==> src/xorshift_modulo_draw_macros.svh <==
// Assertion macros used by the generator's core module.
`ifndef XORSHIFT_MODULO_DRAW_MACROS_SVH
`define XORSHIFT_MODULO_DRAW_MACROS_SVH

// Same-cycle implication, sampled on clk and held off while rst is high.
`define XMD_ASSERT_NOW(label, ante, cons, msg) \
  label: assert property (@(posedge clk) disable iff (rst) (ante) |-> (cons)) else $error(msg);

// Next-cycle implication, sampled on clk and held off while rst is high.
`define XMD_ASSERT_NEXT(label, ante, cons, msg) \
  label: assert property (@(posedge clk) disable iff (rst) (ante) |=> (cons)) else $error(msg);

`endif

==> src/xmd_pkg.sv <==
// Package with the generator's constants, types and the xorshift step.
`default_nettype none
package xmd_pkg;

  localparam int WORD_W   = 64;
  localparam int VALUE_W  = 63;
  localparam int ALU_W    = WORD_W + 1;
  localparam int CNT_W    = 6;
  localparam int MUL_BITS = 32;
  localparam int DIV_BITS = WORD_W;

  localparam logic [WORD_W-1:0]   SEED_A      = 64'd123456789;
  localparam logic [WORD_W-1:0]   SEED_B      = 64'd362436069;
  localparam logic [WORD_W-1:0]   SEED_C      = 64'd521288629;
  localparam logic [MUL_BITS-1:0] MIX_MUL     = 32'd2654435761;
  localparam logic [WORD_W-1:0]   MIX_ADD     = 64'h0000_0000_9e37_79b9;
  localparam logic [VALUE_W-1:0]  MOD_RESET   = 63'h0000_0001_0000_0000;
  localparam int                  SHIFT_FIRST  = 16;
  localparam int                  SHIFT_SECOND = 5;
  localparam int                  SHIFT_THIRD  = 1;

  localparam logic [CNT_W-1:0] MUL_LAST = CNT_W'(MUL_BITS - 1);
  localparam logic [CNT_W-1:0] DIV_LAST = CNT_W'(DIV_BITS - 1);

  typedef enum logic {
    OP_DRAW   = 1'b0,
    OP_RESEED = 1'b1
  } xmd_op_t;

  typedef enum logic [2:0] {
    ST_IDLE,
    ST_MUL,
    ST_ADD,
    ST_DIV,
    ST_DONE
  } xmd_state_t;

  // One request to the shared adder/subtractor.
  typedef struct packed {
    logic             sub;
    logic [ALU_W-1:0] a;
    logic [ALU_W-1:0] b;
  } alu_req_t;

  // Scrambles the first word with the three shift/XOR steps.
  function automatic logic [WORD_W-1:0] scramble(input logic [WORD_W-1:0] w);
    logic [WORD_W-1:0] v;
    v = w;
    v = v ^ (v << SHIFT_FIRST);
    v = v ^ (v >> SHIFT_SECOND);
    v = v ^ (v << SHIFT_THIRD);
    return v;
  endfunction

  // A state word may never be zero after a reseed.
  function automatic logic [WORD_W-1:0] nonzero(input logic [WORD_W-1:0] w);
    return (w == '0) ? WORD_W'(1) : w;
  endfunction

endpackage
`default_nettype wire

==> src/xmd_req_if.sv <==
// Request channel: operation and seed.
`default_nettype none
interface xmd_req_if
  import xmd_pkg::*;
();
  logic              valid;
  logic              ready;
  logic              operation;
  logic [WORD_W-1:0] seed_value;

  modport source (output valid, output operation, output seed_value, input ready);
  modport sink   (input valid, input operation, input seed_value, output ready);
endinterface
`default_nettype wire

==> src/xmd_rsp_if.sv <==
// Result channel: the drawn value.
`default_nettype none
interface xmd_rsp_if
  import xmd_pkg::*;
();
  logic               valid;
  logic               ready;
  logic [VALUE_W-1:0] random_value;

  modport source (output valid, output random_value, input ready);
  modport sink   (input valid, input random_value, output ready);
endinterface
`default_nettype wire

==> src/xmd_cfg_if.sv <==
// Configuration write channel: the modulus register.
`default_nettype none
interface xmd_cfg_if
  import xmd_pkg::*;
();
  logic               valid;
  logic               ready;
  logic [VALUE_W-1:0] modulus;

  modport source (output valid, output modulus, input ready);
  modport sink   (input valid, input modulus, output ready);
endinterface
`default_nettype wire

==> src/xmd_alu.sv <==
// Shared 65-bit adder/subtractor used by the multiply, add and divide steps.
`default_nettype none
module xmd_alu
  import xmd_pkg::*;
(
  input  alu_req_t         req,
  output logic [ALU_W-1:0] sum
);

  // With sub set the result is a - b; bit 64 set means b was larger.
  assign sum = req.a + (req.sub ? ~req.b : req.b) + ALU_W'(req.sub);

endmodule
`default_nettype wire

==> src/xmd_core.sv <==
// Sequencer, state words and shift-add / restoring-divide datapath.
`default_nettype none
`include "xorshift_modulo_draw_macros.svh"
module xmd_core
  import xmd_pkg::*;
(
  input  logic               clk,
  input  logic               rst,
  input  logic [VALUE_W-1:0] modulus,
  xmd_req_if.sink            req,
  output logic               res_valid,
  input  logic               res_ready,
  output logic [VALUE_W-1:0] res_value
);

  xmd_state_t state, state_next;
  logic [CNT_W-1:0]   cnt, cnt_next;
  logic [WORD_W-1:0]  word_a, word_a_next;
  logic [WORD_W-1:0]  word_b, word_b_next;
  logic [WORD_W-1:0]  word_c, word_c_next;
  logic [WORD_W-1:0]  seed, seed_next;
  logic [WORD_W-1:0]  acc, acc_next;
  logic [WORD_W-1:0]  sh, sh_next;
  logic [WORD_W-1:0]  dvd, dvd_next;
  logic [VALUE_W-1:0] rem, rem_next;
  logic [WORD_W-1:0]  drawn;
  logic [WORD_W-1:0]  trial;
  alu_req_t           alu_req;
  logic [ALU_W-1:0]   alu_sum;
  logic               div_start;
  logic               words_nonzero;
  logic               div_clean;

  xmd_alu u_alu (
    .req (alu_req),
    .sum (alu_sum)
  );

  assign req.ready = (state == ST_IDLE);
  assign res_valid = (state == ST_DONE);
  assign res_value = rem;

  // New third word of a draw, from the current words.
  assign drawn = scramble(word_a) ^ word_b ^ word_c;
  assign trial = {rem, dvd[WORD_W-1]};

  always_ff @(posedge clk) begin
    if (rst) begin
      state  <= ST_IDLE;
      cnt    <= '0;
      word_a <= SEED_A;
      word_b <= SEED_B;
      word_c <= SEED_C;
    end else begin
      state  <= state_next;
      cnt    <= cnt_next;
      word_a <= word_a_next;
      word_b <= word_b_next;
      word_c <= word_c_next;
    end
  end

  always_ff @(posedge clk) begin
    seed <= seed_next;
    acc  <= acc_next;
    sh   <= sh_next;
    dvd  <= dvd_next;
    rem  <= rem_next;
  end

  always_comb begin
    state_next  = state;
    cnt_next    = cnt;
    word_a_next = word_a;
    word_b_next = word_b;
    word_c_next = word_c;
    seed_next   = seed;
    acc_next    = acc;
    sh_next     = sh;
    dvd_next    = dvd;
    rem_next    = rem;
    alu_req     = '0;
    unique case (state)
      ST_IDLE: begin
        if (req.valid) begin
          cnt_next = '0;
          if (req.operation == OP_RESEED) begin
            seed_next  = req.seed_value;
            sh_next    = req.seed_value;
            acc_next   = '0;
            state_next = ST_MUL;
          end else begin
            word_a_next = word_b;
            word_b_next = word_c;
            word_c_next = drawn;
            dvd_next    = drawn;
            if (modulus == '0) begin
              // A zero divisor never subtracts: the word passes through.
              rem_next   = drawn[VALUE_W-1:0];
              state_next = ST_DONE;
            end else begin
              rem_next   = '0;
              state_next = ST_DIV;
            end
          end
        end
      end
      ST_MUL: begin
        // One multiplier bit per cycle: add the shifted seed where it is set.
        alu_req.a = {1'b0, acc};
        alu_req.b = MIX_MUL[cnt[4:0]] ? {1'b0, sh} : '0;
        acc_next  = alu_sum[WORD_W-1:0];
        sh_next   = {sh[WORD_W-2:0], 1'b0};
        cnt_next  = cnt + 1'b1;
        if (cnt == MUL_LAST) begin
          state_next = ST_ADD;
        end
      end
      ST_ADD: begin
        alu_req.a   = {1'b0, seed};
        alu_req.b   = {1'b0, MIX_ADD};
        word_a_next = nonzero(SEED_A ^ seed);
        word_b_next = nonzero(SEED_B ^ acc);
        word_c_next = nonzero(SEED_C ^ alu_sum[WORD_W-1:0]);
        state_next  = ST_IDLE;
      end
      ST_DIV: begin
        // Restoring step: bring in the next dividend bit, keep the
        // difference when the divisor fits.
        alu_req.sub = 1'b1;
        alu_req.a   = {1'b0, trial};
        alu_req.b   = {2'b00, modulus};
        rem_next    = alu_sum[ALU_W-1] ? trial[VALUE_W-1:0] : alu_sum[VALUE_W-1:0];
        dvd_next    = {dvd[WORD_W-2:0], 1'b0};
        cnt_next    = cnt + 1'b1;
        if (cnt == DIV_LAST) begin
          state_next = ST_DONE;
        end
      end
      ST_DONE: begin
        if (res_ready) begin
          state_next = ST_IDLE;
        end
      end
      default: begin
        state_next = ST_IDLE;
      end
    endcase
  end

  assign div_start = (state == ST_IDLE) && req.valid && (req.operation == OP_DRAW) &&
                     (modulus != '0);
  assign words_nonzero = (word_a != '0) && (word_b != '0) && (word_c != '0);
  assign div_clean = (state == ST_DIV) && (cnt == '0) && (rem == '0);

  `XMD_ASSERT_NOW(a_rem_below_modulus, state == ST_DIV, rem < modulus, "remainder too big")
  `XMD_ASSERT_NEXT(a_reseed_nonzero, state == ST_ADD, words_nonzero, "reseed left a zero word")
  `XMD_ASSERT_NEXT(a_div_start, div_start, div_clean, "divide did not start clean")

endmodule
`default_nettype wire

==> src/xorshift_modulo_draw.sv <==
// Top level of the xorshift generator with modulo reduction.
//
//   channel | role   | payload
//   --------+--------+---------------------------------------------
//   req     | sink   | operation (1 bit), seed_value (64 bits)
//   rsp     | source | random_value (63 bits)
//   cfg     | sink   | modulus (63 bits), always ready
//
// A draw steps the generator at the edge that accepts it, then runs 64
// restoring-divide steps through the shared 65-bit adder; the remainder
// then waits in ST_DONE until the output register can take it, and the
// sequencer returns to idle as it moves over. With a zero modulus the
// divide is skipped: the drawn word, cut to 63 bits, goes straight to
// ST_DONE as the result. A reseed runs 32 shift-add steps for the mixing
// multiply and one add of the mixing constant, all on the same adder;
// the words are updated in that add step, which goes back to idle.
// req is ready only while the sequencer is idle. A result waiting in the
// output register does not hold off the next request; only a second
// finished result stalls the sequencer until rsp drains.
// Reset (rst, synchronous) restores the fixed seed words and a modulus of
// 2^32; no clearing pass is needed.
`default_nettype none
module xorshift_modulo_draw
  import xmd_pkg::*;
(
  input  logic     clk,
  input  logic     rst,
  xmd_req_if.sink  req,
  xmd_rsp_if.source rsp,
  xmd_cfg_if.sink  cfg
);

  logic [VALUE_W-1:0] modulus;
  logic               out_valid;
  logic [VALUE_W-1:0] out_value;
  logic               res_valid;
  logic               res_ready;
  logic [VALUE_W-1:0] res_value;

  // The modulus register takes a write in every cycle.
  assign cfg.ready = 1'b1;

  always_ff @(posedge clk) begin
    if (rst) begin
      modulus <= MOD_RESET;
    end else if (cfg.valid) begin
      modulus <= cfg.modulus;
    end
  end

  xmd_core u_core (
    .clk       (clk),
    .rst       (rst),
    .modulus   (modulus),
    .req       (req),
    .res_valid (res_valid),
    .res_ready (res_ready),
    .res_value (res_value)
  );

  // The output register loads whenever it is empty or being drained.
  assign res_ready = !out_valid || rsp.ready;

  always_ff @(posedge clk) begin
    if (rst) begin
      out_valid <= 1'b0;
    end else if (res_ready) begin
      out_valid <= res_valid;
    end
  end

  always_ff @(posedge clk) begin
    if (res_ready && res_valid) begin
      out_value <= res_value;
    end
  end

  assign rsp.valid        = out_valid;
  assign rsp.random_value = out_value;

endmodule
`default_nettype wire

==> src/flat_wrapper.sv <==
// flat-port wrapper written by rule: the top's interface ports become plain ports
module xorshift_modulo_draw_flat import xmd_pkg::*;
  (clk, rst, req_valid, req_operation, req_seed_value, req_ready, rsp_valid, rsp_random_value, rsp_ready, cfg_valid, cfg_modulus, cfg_ready);
  xmd_req_if req_i ();
  xmd_rsp_if rsp_i ();
  xmd_cfg_if cfg_i ();
  input  logic clk;
  input  logic rst;
  input wire logic [$bits(req_i.valid)-1:0] req_valid;
  input wire logic [$bits(req_i.operation)-1:0] req_operation;
  input wire logic [$bits(req_i.seed_value)-1:0] req_seed_value;
  output wire logic [$bits(req_i.ready)-1:0] req_ready;
  output wire logic [$bits(rsp_i.valid)-1:0] rsp_valid;
  output wire logic [$bits(rsp_i.random_value)-1:0] rsp_random_value;
  input wire logic [$bits(rsp_i.ready)-1:0] rsp_ready;
  input wire logic [$bits(cfg_i.valid)-1:0] cfg_valid;
  input wire logic [$bits(cfg_i.modulus)-1:0] cfg_modulus;
  output wire logic [$bits(cfg_i.ready)-1:0] cfg_ready;
  assign req_i.valid = req_valid;
  assign req_i.operation = req_operation;
  assign req_i.seed_value = req_seed_value;
  assign req_ready = req_i.ready;
  assign rsp_valid = rsp_i.valid;
  assign rsp_random_value = rsp_i.random_value;
  assign rsp_i.ready = rsp_ready;
  assign cfg_i.valid = cfg_valid;
  assign cfg_i.modulus = cfg_modulus;
  assign cfg_ready = cfg_i.ready;
  xorshift_modulo_draw u_core (.clk(clk), .rst(rst), .req(req_i), .rsp(rsp_i), .cfg(cfg_i));
endmodule
==> config.mk <==
export PLATFORM = sky130hd
export DESIGN_NAME = xorshift_modulo_draw_flat
export DESIGN_NICKNAME = d
export VERILOG_FILES = /design/src/xmd_pkg.sv /design/src/xmd_req_if.sv /design/src/xmd_rsp_if.sv /design/src/xmd_cfg_if.sv /design/src/xmd_alu.sv /design/src/xmd_core.sv /design/src/xorshift_modulo_draw.sv /design/src/flat_wrapper.sv
export VERILOG_INCLUDE_DIRS = /design/src /design/src/src
export SDC_FILE = /design/constraint.sdc
export NUM_CORES = 2
export LEC_CHECK = 0
export BUFFER_PORTS_ARGS = -buffer_cell sky130_fd_sc_hd__buf_2
export CAP_MARGIN = 0
export CORE_UTILIZATION = 38
export DETAILED_ROUTE_END_ITERATION = 8
export GPL_TIMING_DRIVEN = 0
export SLEW_MARGIN = 20
export SYNTH_ARGS = -nofsm -noshare
export SYNTH_HDL_FRONTEND = slang
export SYNTH_HIERARCHICAL = 1
export SYNTH_SLANG_ARGS = --single-unit
==> constraint.sdc <==
create_clock -name clk -period 30 [get_ports clk]
set_input_delay 6 -clock clk [delete_from_list [all_inputs] [get_ports clk]]
set_output_delay 6 -clock clk [all_outputs]
set_load 0.02 [all_outputs]
==> reports/qor.tcl <==
set qor(status) {completed}
set qor(maximum_number_of_pins_on_one_net_before_global_route_repair) 50
set qor(postSynth.topFlopCell) {sky130_fd_sc_hd__edfxtp_1}
set qor(drtIter0Drc) 3758
set qor(timing.critical_path.fanout_max) 11
set qor(synth-async-reset-ratio_pct) 0
set qor(clk_root_buffer_cell) {sky130_fd_sc_hd__clkbuf_16}
set qor(timing.critical_path.arrival_ns) 11.18
set qor(cts-hold-fix-buffers) 0
set qor(max_slew.worst_pin.slew_ns) 1.22
set qor(core-area_um2) 95200
set qor(logic_depth_of_the_worst_register_to_register_path) 26
set qor(final_max_slew_viol_count) 0
set qor(totalWireLength_mm) 150
set qor(crit_family) {simple AND/OR/NAND/NOR gates}
set qor(crit_cells) 26
set qor(areaGrowthSynthToFinish_pct) 15.0
set qor(number_of_endpoints_failing_setup_at_the_final_stage) 0
set qor(clockBufferDepth) 3
set qor(path_common_cell) {sky130_fd_sc_hd__clkbuf_1}
set qor(maxSlewHeadroom_pct) 17.6
set qor(post-place-cells) 5171
set qor(worst_hold_startpoint) {u_core/u_core/word_b[60]}
set qor(p_leak_nw) 15.7
set qor(ys_top_cells_by_area) {sky130_fd_sc_hd__edfxtp_1 31%, sky130_fd_sc_hd__dfxtp_1 15%, sky130_fd_sc_hd__xnor2_1 6.3%}
set qor(grtUsageTotal_pct) 29.9
set qor(post-dp-hpwl_mm) 120
set qor(critPathLaunchType) {flop}
set qor(final_skew_ns) 0.0360
set qor(cp.buffers_inverters) 7
set qor(share_comb_of_total_power_pct) 35.2
set qor(hold_violations) 0
set qor(worstSkewPairLatency_ns) 0.67
set qor(timing.critical_path.slowest_cell_delay_ns) 1.10
set qor(cts.sinks) 648
set qor(design.die.area_um2) 97400
set qor(post-route-worst-setup-slack_ns) 19.31
set qor(maxClockFrequency_ghz) 0.0936
set qor(pwr-share-clk_pct) 28.1
set qor(count_of_flip_flops_with_a_built_in_enable_after_synthesis) 382
set qor(max_cap_viol_count) 0
set qor(post-route-drc-count) 0
set qor(totalNegativeSetupSlack_ns) 0
set qor(synth_top_area_share_pct) 31.4
set qor(design.final.nets) 4185
set qor(grt_setup_unrepaired) {false}
set qor(power.sequential.fraction_pct) 36.7
set qor(grt_antenna_before_repair) 4
set qor(dieWidth_um) 312
set qor(critical_path_class) {reg2reg}
set qor(cts_tree) {done}
set qor(power_switching_share_pct) 37.6
set qor(worst_r2r_startpoint) {u_core/u_core/state[2]}
set qor(required_ns) 30.49
set qor(number_of_global_route_vias_before_repair) 29100
set qor(post-route-period-util_pct) 35.6
set qor(vdd.ir_drop.worst_uv) 51.9
set qor(initial_utilization_pct) 38.4
set qor(finalWeightedCongestion) 0.996
set qor(synth.ff_latch_count) 648
set qor(synth_seq_area_share_pct) 46.0
set qor(cts_buf_count) 77
set qor(power_report.internal_total_mw) 2.14
set qor(post-synth-top-area-cell) {sky130_fd_sc_hd__edfxtp_1}
set qor(cell_count_after_synthesis) 3696
set qor(final-instance-count-excl-fill) 5317
set qor(ctsResizeCount) 0
set qor(firstDrtPassIters) 6
set qor(synth.cell_area_um2) 36500
set qor(power_density_nw_per_um2) 81.5
set qor(number_of_post_cts_setup_repair_buffers) 0
set qor(utilization_pct) 44.2
set qor(crit_path_top_delay_cell) {sky130_fd_sc_hd__nor4_1}
set qor(worst_setup_hold_path_clk_slew_ns) 0.06
set qor(worstSetupStartpoint) {u_core/u_core/state[2]}
set qor(die-height_um) 312
set qor(period_needed_ns) 10.69
set qor(num_vias) 30900
set qor(detail_route.wl_per_cell_um) 28.3
set qor(whs_path_cells) 2
set qor(final_layout_size_suffix_gt1_share_pct) 12.7
set qor(min_delay_worst_type) {reg2reg}
set qor(crit_path_end_kind) {flop}
set qor(overflow) 0
set qor(drt-vias-per-instance) 5.82
set qor(switchingPower_mw) 1.29
set qor(io_pins) 199
set qor(synth_area_per_cell_um2) 9.89
set qor(synthesis.yosys.warnings) 6
set qor(io_buffers) 195
set qor(post_synth_num_cell_types) 91
set qor(dpl_worst_slack_ns) 19.89
set qor(global_route_wire_length_before_repair_mm) 210
set qor(ant_nets) 0
set qor(htreeDepth) 3
set qor(rows) 113
worst register-to-register path: stages, from the launching register on:
cell	delay, ns
sky130_fd_sc_hd__dfxtp_1	0.31
sky130_fd_sc_hd__clkbuf_1	0.25
sky130_fd_sc_hd__nor2b_1	0.45
sky130_fd_sc_hd__nand2_1	0.45
sky130_fd_sc_hd__inv_1	0.18
sky130_fd_sc_hd__clkbuf_2	0.49
sky130_fd_sc_hd__clkbuf_1	0.72
sky130_fd_sc_hd__buf_1	0.86
sky130_fd_sc_hd__xor2_1	0.20
sky130_fd_sc_hd__ha_1	0.31
sky130_fd_sc_hd__clkbuf_1	0.19
sky130_fd_sc_hd__a21oi_1	0.25
sky130_fd_sc_hd__o21ai_0	0.18
sky130_fd_sc_hd__a21o_1	0.23
sky130_fd_sc_hd__a2111oi_1	0.52
sky130_fd_sc_hd__a2bb2oi_1	0.35
sky130_fd_sc_hd__a21oi_1	0.19
sky130_fd_sc_hd__a311o_1	0.49
sky130_fd_sc_hd__a311oi_1	0.70
sky130_fd_sc_hd__xnor2_1	0.37
sky130_fd_sc_hd__nor4_1	1.10
sky130_fd_sc_hd__nand4_1	0.30
sky130_fd_sc_hd__nor4_4	0.69
sky130_fd_sc_hd__nor2_2	0.19
sky130_fd_sc_hd__buf_6	0.23
sky130_fd_sc_hd__a221oi_2	0.24
sky130_fd_sc_hd__nor3_1	0.08
power by group through the flow:
stage	Combinational [mW]	Clock, mW	Sequential (mW)
after CTS	1.17	0.978	1.25
final	1.21	0.963	1.25
after floorplan	0.804	0	1.22
after global routing	1.28	1.01	1.26
after global placement	1.14	0	1.29
after detailed placement	1.17	0	1.27
cell type report:
| class | count | area (um2) |
|---|---|---|
| inverters | 35 | 131 |
| flip-flops and latches | 648 | 16800 |
| clock inverters | 38 | 344 |
| well taps | 1265 | 1580 |
| diodes | 3 | 7.51 |
| multi-input cells | 2749 | 18500 |
| fillers | 9344 | 53100 |
| repair buffers | 209 | 1270 |
| clock buffers | 105 | 2220 |
| plain buffers | 265 | 1200 |
metrics by stage:
step | cell area, um2 | total power [mW] | hold slack [ns]
floorplan | 36600 | 2.03 | 0.426
CTS | 42000 | 3.40 | 0.486
finish | 42000 | 3.42 | 0.483
global placement | 39100 | 2.43 | 0.478
detailed placement | 39500 | 2.44 | 0.481
global route | 42000 | 3.55 | 0.501
cell families after synthesis:
family	share of synthesized area (%)
simple gates	15.3
compound gates	14.5
flops	46.0
xor+xnor	11.1
buf+inv	3.64
mux	7.14
fa+ha+maj	2.31
other cells	0.0205
sequential cells by signal, summed over array words and instances (netlist names), named ones only:
name and count:
u_core/u_core/res_value 63, u_core/rsp.random_value 63, u_core/u_core/word_a 64, u_core/modulus 63
u_core/u_core/state 3, u_core/u_core/acc 64, u_core/u_core/seed 64, u_core/u_core/cnt 6
u_core/u_core/word_b 64, u_core/u_core/word_c 64, u_core/rsp.valid 1, u_core/u_core/dvd 64
u_core/u_core/sh 64
layout by cell type, fill, tap and decap left out, types with 38 or more instances in the layout:
cell                          n
sky130_fd_sc_hd__clkbuf_1   187
sky130_fd_sc_hd__nand2_1    255
sky130_fd_sc_hd__o22ai_1     45
sky130_fd_sc_hd__and2_1      73
sky130_fd_sc_hd__a21oi_1    290
sky130_fd_sc_hd__a22oi_1     60
sky130_fd_sc_hd__nor3_1      83
sky130_fd_sc_hd__a211oi_1    53
sky130_fd_sc_hd__nand3_1     38
sky130_fd_sc_hd__edfxtp_1   382
sky130_fd_sc_hd__o21ai_0     70
sky130_fd_sc_hd__mux2i_1    190
sky130_fd_sc_hd__xor2_1     134
sky130_fd_sc_hd__nor2_1     524
sky130_fd_sc_hd__dfxtp_1    266
sky130_fd_sc_hd__xnor2_1    264
sky130_fd_sc_hd__clkbuf_16   82
sky130_fd_sc_hd__nor4_1      45
sky130_fd_sc_hd__buf_2      243
sky130_fd_sc_hd__a311oi_1    87
sky130_fd_sc_hd__a21o_1      38
sky130_fd_sc_hd__ha_1        66
sky130_fd_sc_hd__or3_1       41
sky130_fd_sc_hd__mux2_2      63
worst paths after layout:
kind                                            endpoint  slack, ns
worst max-delay path            u_core/u_core/word_c[22]      19.31
worst min-delay path            u_core/u_core/word_a[60]       0.48
worst max register to register  u_core/u_core/word_c[22]      19.31
worst min register to register  u_core/u_core/word_a[60]       0.48
cell usage after synthesis, types with 8 or more instances:
cell type and number:
sky130_fd_sc_hd__a211oi_1 54, sky130_fd_sc_hd__a21o_1 38, sky130_fd_sc_hd__a21oi_1 290, sky130_fd_sc_hd__a221oi_1 9
sky130_fd_sc_hd__a221oi_2 14, sky130_fd_sc_hd__a22oi_1 60, sky130_fd_sc_hd__a311oi_1 87, sky130_fd_sc_hd__a31oi_1 14
sky130_fd_sc_hd__and2_1 74, sky130_fd_sc_hd__and3_1 11, sky130_fd_sc_hd__and4b_1 8, sky130_fd_sc_hd__buf_1 27
sky130_fd_sc_hd__buf_2 47, sky130_fd_sc_hd__clkbuf_1 175, sky130_fd_sc_hd__dfxtp_1 266, sky130_fd_sc_hd__edfxtp_1 382
sky130_fd_sc_hd__ha_1 66, sky130_fd_sc_hd__inv_1 33, sky130_fd_sc_hd__mux2_2 63, sky130_fd_sc_hd__mux2i_1 190
sky130_fd_sc_hd__nand2_1 255, sky130_fd_sc_hd__nand2b_1 21, sky130_fd_sc_hd__nand3_1 38, sky130_fd_sc_hd__nand4_1 33
sky130_fd_sc_hd__nor2_1 525, sky130_fd_sc_hd__nor2b_1 16, sky130_fd_sc_hd__nor3_1 83, sky130_fd_sc_hd__nor4_1 46
sky130_fd_sc_hd__nor4b_1 9, sky130_fd_sc_hd__nor4bb_1 8, sky130_fd_sc_hd__o211ai_1 8, sky130_fd_sc_hd__o21a_1 13
sky130_fd_sc_hd__o21ai_0 71, sky130_fd_sc_hd__o21ai_1 30, sky130_fd_sc_hd__o21bai_1 15, sky130_fd_sc_hd__o22ai_1 45
sky130_fd_sc_hd__or3_1 41, sky130_fd_sc_hd__xnor2_1 264, sky130_fd_sc_hd__xnor3_1 18, sky130_fd_sc_hd__xor2_1 134
metal layers:
| layer | track usage, % | vias to the layer above | part of all wire (%) |
|---|---|---|---|
| li1 | - | 14000 | - |
| met1 | 41.9 | 15000 | 43 |
| met2 | 45.1 | 1645 | 43 |
| met3 | 5.83 | 278 | 9.6 |
| met4 | 12.7 | 0 | 4.2 |
| met5 | 0 | - | 0 |
(Power assumes the default switching activity.)
